## src/rtl/core/otbm_pkg.sv

```systemverilog
// shared types and constants for the owner tagged byte memory
`default_nettype none
package otbm_pkg;

  localparam int ADDR_BITS = 12;
  localparam int SIZE_BITS = 13;
  localparam int TAG_BITS  = 8;
  localparam int DATA_BITS = 8;
  localparam int APB_ADDR_BITS = 3;
  localparam int APB_DATA_BITS = 32;

  localparam logic [TAG_BITS-1:0] NO_OWNER = 8'hFF;
  localparam logic REG_IDX_MEM_SIZE = 1'b0;

  typedef enum logic [1:0] {
    OP_READ    = 2'd0,
    OP_WRITE   = 2'd1,
    OP_CLAIM   = 2'd2,
    OP_RELEASE = 2'd3
  } op_t;

  typedef enum logic [2:0] {
    ST_OK               = 3'd0,
    ST_BAD_ADDR         = 3'd1,
    ST_OWNER_MISMATCH   = 3'd2,
    ST_END_BEFORE_START = 3'd3,
    ST_BAD_OWNER        = 3'd4
  } status_t;

  typedef enum logic [1:0] {
    CS_CLEAR,
    CS_RUN,
    CS_WALK
  } ctl_state_t;

  typedef struct packed {
    op_t                        op;
    logic [ADDR_BITS-1:0]       addr;
    logic [ADDR_BITS-1:0]       end_addr;
    logic [DATA_BITS-1:0]       wdata;
    logic signed [TAG_BITS-1:0] owner_id;
  } in_item_t;

  typedef struct packed {
    logic [DATA_BITS-1:0] rdata;
    status_t              status;
    logic [SIZE_BITS-1:0] free_bytes;
  } out_item_t;

  typedef struct packed {
    logic [SIZE_BITS-1:0] mem_size;
    logic [SIZE_BITS-1:0] eff_size;
    logic                 init;
    logic [SIZE_BITS-1:0] init_size;
  } cfg_t;

endpackage
`default_nettype wire

```

## src/rtl/core/otbm_cfg.sv

```systemverilog
// apb register block holding mem_size
`default_nettype none
module otbm_cfg
  import otbm_pkg::*;
#(
  parameter int MEM_BYTES = 4096
) (
  input  wire logic                     clk,
  input  wire logic                     rst_n,
  input  wire logic                     psel,
  input  wire logic                     penable,
  input  wire logic                     pwrite,
  input  wire logic [APB_ADDR_BITS-1:0] paddr,
  input  wire logic [APB_DATA_BITS-1:0] pwdata,
  output      logic [APB_DATA_BITS-1:0] prdata,
  output      logic                     pready,
  output      cfg_t                     cfg
);

  localparam logic [16:0] MEM_BYTES_W = 17'(MEM_BYTES);
  localparam logic [SIZE_BITS-1:0] RESET_SIZE = SIZE_BITS'((MEM_BYTES < 4096) ? MEM_BYTES : 4096);

  logic [SIZE_BITS-1:0] mem_size_r;
  logic [SIZE_BITS-1:0] eff_size_r;
  logic                 wr_fire;
  logic [SIZE_BITS-1:0] wr_size;
  logic [SIZE_BITS-1:0] wr_eff;

  assign pready  = 1'b1;
  assign wr_fire = psel && penable && pwrite && pready && (paddr[2] == REG_IDX_MEM_SIZE);
  assign wr_size = pwdata[SIZE_BITS-1:0];
  assign wr_eff  = (17'(wr_size) > MEM_BYTES_W) ? MEM_BYTES_W[SIZE_BITS-1:0] : wr_size;

  always_ff @(posedge clk) begin
    if (!rst_n) begin
      mem_size_r <= SIZE_BITS'(4096);
      eff_size_r <= RESET_SIZE;
    end else if (wr_fire) begin
      mem_size_r <= wr_size;
      eff_size_r <= wr_eff;
    end
  end

  always_comb begin
    prdata = '0;
    if (paddr[2] == REG_IDX_MEM_SIZE) begin
      prdata = APB_DATA_BITS'(mem_size_r);
    end
  end

  assign cfg.mem_size  = mem_size_r;
  assign cfg.eff_size  = eff_size_r;
  assign cfg.init      = wr_fire;
  assign cfg.init_size = wr_eff;

endmodule
`default_nettype wire

```

## config.mk

```make
export PLATFORM = sky130hd
export DESIGN_NAME = otbm_cfg
export DESIGN_NICKNAME = d
export VERILOG_FILES = /design/src/rtl/core/otbm_pkg.sv /design/src/rtl/core/otbm_cfg.sv
export SDC_FILE = /design/constraint.sdc
export NUM_CORES = 1
export LEC_CHECK = 0
export ABC_AREA = 1
export BUFFER_PORTS_ARGS = -buffer_cell sky130_fd_sc_hd__buf_2
export CAP_MARGIN = 10
export CORE_MARGIN = 10
export CORE_UTILIZATION = 40
export DETAILED_ROUTE_END_ITERATION = 6
export MAX_ROUTING_LAYER = met4
export PLACE_DENSITY = 0.88
export REMOVE_ABC_BUFFERS = 1
export SETUP_SLACK_MARGIN = 0.15
export SLEW_MARGIN = 10
export SYNTH_ARGS = -nofsm -noshare
export SYNTH_HDL_FRONTEND = slang
export SYNTH_SLANG_ARGS = --single-unit
```

## constraint.sdc

```tcl
create_clock -name clk -period 2 [get_ports clk]
set_input_delay 0.2 -clock clk [delete_from_list [all_inputs] [get_ports clk]]
set_output_delay 0.2 -clock clk [all_outputs]
set_load 0.05 [all_outputs]
```

[Yosys cells after proc, flatten, opt, wreduce, memory -nomap -nowiden]
Index checks and enable logic that the tools add are counted.
Word-level totals
  input port bits: 40
  register bits after elaboration: 26
Operators by class
  bitwise gates (word level): 1
  mux-type cells: 2
  $lt $le $gt $ge: 1
  reduce and logical (&&, ||, !) cells: 3
Operators by type and width (number)
  two-way mux 13 bit: 2
  > comparator 13 bit, second input constant: 1
  logical AND 1 bit: 3
  NOT 1 bit: 1

[Logic depth before layout (Yosys ltp)]
  depth in word-level cells: 3
  depth in mapped cells: 7
  gate-level depth less buffers: 7

[Least setup slack after synthesis]
OpenSTA, ideal clock, no wires.
  kind: reg2out
  start: register mem_size_r[0]
  end: output port prdata[0]
  cell stages (with the launch flop): 3
  arrival time: 1.382 ns
  required time: 1.800 ns
  slack: 0.418 ns
  cell sequence: dfxtp_1 -> inv_1 -> nor2_1
On the way
  longest elaborated chain between the ends: 1
Ends and longest elaborated chain
  from (decl): RTL line otbm_cfg.sv:23  | logic [SIZE_BITS-1:0] mem_size_r;
  from (signal assigned): RTL line otbm_cfg.sv:39  | mem_size_r <= wr_size;
  two-way mux 13 bit: RTL line otbm_cfg.sv:46  | if (paddr[2] == REG_IDX_MEM_SIZE) begin
  to (decl): RTL line otbm_cfg.sv:15  | output logic [APB_DATA_BITS-1:0] prdata,
Every way passes these cells.

==> results by group <==
Status
  – Outcome: finished clean

Drt
  – Vias: 1240
  – WL final: 3700 µm
  – Vias/cell: 4.26
  – Detail Route Antenna Nets: 0
  – DRC Markers: 0
  – Routed len/inst: 12.7 µm
  – Number of detailed-route iterations in the first pass: 4
  – DRT iter0 DRCs: 52

Place
  – Port bufs: 71
  – Dpl cell area: 1550 µm²
  – GP Congestion: 0.770
  – Post-DP HPWL: 3020 µm

Layout
  – Area Overhead vs Synth: 23.9%
  – Share of layout cells above drive strength 1: 31.6%
  – Nets: 288
  – Ant. Diodes: 0
  – Final instance area: 1580 µm²

Floorplan
  – Core area: 3050 µm²
  – DIE AREA: 5860 µm²
  – Initial Util: 41.9%
  – I/O Pins: 113
  – Die Y: 76.5 µm
  – FP Rows: 20
  – Die X: 76.5 µm

Power and ir drop
  – NetSw: 0.000452 W
  – Comb pwr share: 30.3%
  – Power per cell area: 730 nW/µm²
  – Net Sw Frac: 39.1%
  – VDD IR max: 315 µV
  – Int Pwr: 0.000705 W
  – Clk pwr share: 22.9%
  – Lkg Pwr: 0.936 nW
  – Power Total: 0.00116 W
  – Seq pwr share: 46.9%

Worst setup path
  – Reg2Reg Setup Slack: 1.36 ns
  – CP endpoint kind: output port
  – Critical path cell sequence: buf_2 -> nor2_1 -> nand3_2 -> inv_2 -> buf_2
  – Cell family with most CP delay: buffers and inverters
  – CP Data Required Time: 1.80 ns
  – Worst R2R Path Depth: 2
  – Critical path buffers and inverters: 3
  – R2R Path Start: eff_size_r[1]$_SDFFE_PN0P_
  – Worst path most repeated cell: buf_2
  – Worst path max stage delay: 0.34 ns
  – Largest fanout on the critical path: 23
  – CP Class: in -> out
  – Slowest cell on crit path: buf_2
  – R2r endpoint: eff_size_r[1]$_SDFFE_PN0P_
  – WP depth: 5
  – Arrival time of the worst setup path: 1.25 ns
  – Crit path launch type: primary input

CTS
  – CTS tree: done
  – Hold-fix buffers, CTS: 0
  – Setup bufs post-CTS: 0
  – Resize count post-CTS: 0
  – CTS sink count: 26
  – Clock transition at path regs: 0.14 ns
  – H-tree depth: 1
  – TritonCTS buffer count: 3
  – CTS root buf: clkbuf_4
  – Maximum clock insertion buffer count: 2
  – Later-pin clock latency in the skew report: 0.32 ns

Timing
  – Final setup viols: 0
  – Max frequency: 689 MHz
  – Post-route minimum period: 1.45 ns
  – Final period util: 72.6%
  – Final Skew: 0 ns
  – Post-route setup TNS: 0 ns
  – Fin. max-slew vios: 0
  – Endpoints failing hold: 0
  – RSZ-0062 raised after global routing: no

Min path
  – Hold path startpoint: pwdata[9]
  – Hold Crit Depth: 3
  – Worst Hold Path EP: mem_size_r[9]$_SDFFE_PN0P_
  – HP Class: in -> reg

Synth
  – Area contributors post-synth: dfxtp_1, buf_4, a21oi_1
  – Ys async rst share: 0%
  – Post-synth EDFFs: 0
  – Post-synth top flop: dfxtp_1
  – Area leader, netlist: dfxtp_1
  – Mapped Area: 1280 µm²
  – Commonest cells in the synthesized netlist: inv_1, dfxtp_1, a21oi_1, nand2_1, nor2_1
  – Most frequent cell after synthesis: inv_1
  – Yosys reg bits: 26
  – Yosys top cell area share: 40.7%
  – Cells after Synth: 183
  – Yosys Warn Count: 0
  – Synth unique cells: 14
  – Seq/Total Area, Yosys: 40.7%
  – Mean Syn Cell Area: 6.99 µm²

GRT
  – Antenna violations before repair: 0
  – Number of global-route vias before repair: 1180
  – Total track usage: 12.0%
  – First-pass GRT wire length: 5770 µm
  – Overflow left after global routing: 0
  – Largest net degree at the start of global routing: 30

Run
  – Maxcap violations: 0
final cells by class:
class	instances	area, µm²
clock buffer	4	36.3
fill	325	1470
inverter	31	116
multi-input combinational	114	493
sequential	26	520
tap	44	55.1
timing repair buffer	72	363
tightest hold or removal path: cells and delay by family:
kind / cells / cell delay (ns)
buf+inv: 1 / 0.08
compound gates: 2 / 0.17
worst max-delay path by stage:
| stage | from | end | slack (ns) |
|---|---|---|---|
| 3_3_place_gp | paddr[2] | cfg[13] | 0.54 |
| 3_5_place_dp | paddr[2] | cfg[13] | 0.52 |
| 4_1_cts | paddr[2] | cfg[13] | 0.52 |
| 6_report | paddr[2] | cfg[13] | 0.55 |
| 5_1_grt | paddr[2] | cfg[13] | 0.44 |
| 2_1_floorplan | mem_size_r[0]$_SDFFE_PN0P_ | prdata[0] | 0.42 |
power groups by stage:
stage               combinational [W]  clock (W)  sequential (W)
finish                       0.000350   0.000265        0.000542
global route                 0.000372   0.000288        0.000545
CTS                          0.000352   0.000272        0.000542
detailed placement           0.000351          0        0.000554
global placement             0.000349          0        0.000553
floorplan                    0.000203          0        0.000613
metrics by stage:
stage / worst slack (ns) / cells / util [%] / hold slack [ns]
after floorplan: 0.418 / 171 / - / 0.338
after global placement: 0.538 / 287 / 50.7 / 0.435
after detailed placement: 0.520 / 287 / 50.7 / 0.439
after CTS: 0.520 / 291 / 51.9 / 0.159
after global routing: 0.444 / 291 / 51.9 / 0.163
final: 0.549 / 291 / 51.9 / 0.162
routing by layer:
metal,up-vias,global-route usage (%),share of wire (%),wire length [µm]
li1,648,-,-,-
met1,541,12.3,41,1500
met2,44,21.0,51,1880
met3,7,3.30,7.0,258
met4,0,5.02,1.6,58
met5,-,-,0,0
state kept, by name, indices dropped and copies added (netlist names):
register and count:
mem_size_r 13, eff_size_r 13
cell families (layout without fill, tap and decap cells):
group	Yosys count	in the layout	share of synthesized area, %
buf+inv	61	107	26.0
flops	26	26	40.7
compound gates	47	47	18.4
other cells	2	20	0.587
simple gates	47	47	14.3
layout by cell type, fill, tap and decap left out, drive strengths merged:
cell / instances
buf: 72
inv: 31
dfxtp: 26
a21oi: 24
nor2: 23
nand2: 23
o21ai: 23
conb: 20
clkbuf: 4
nand3: 1
Note: power is estimated with default switching activity, not from simulation.
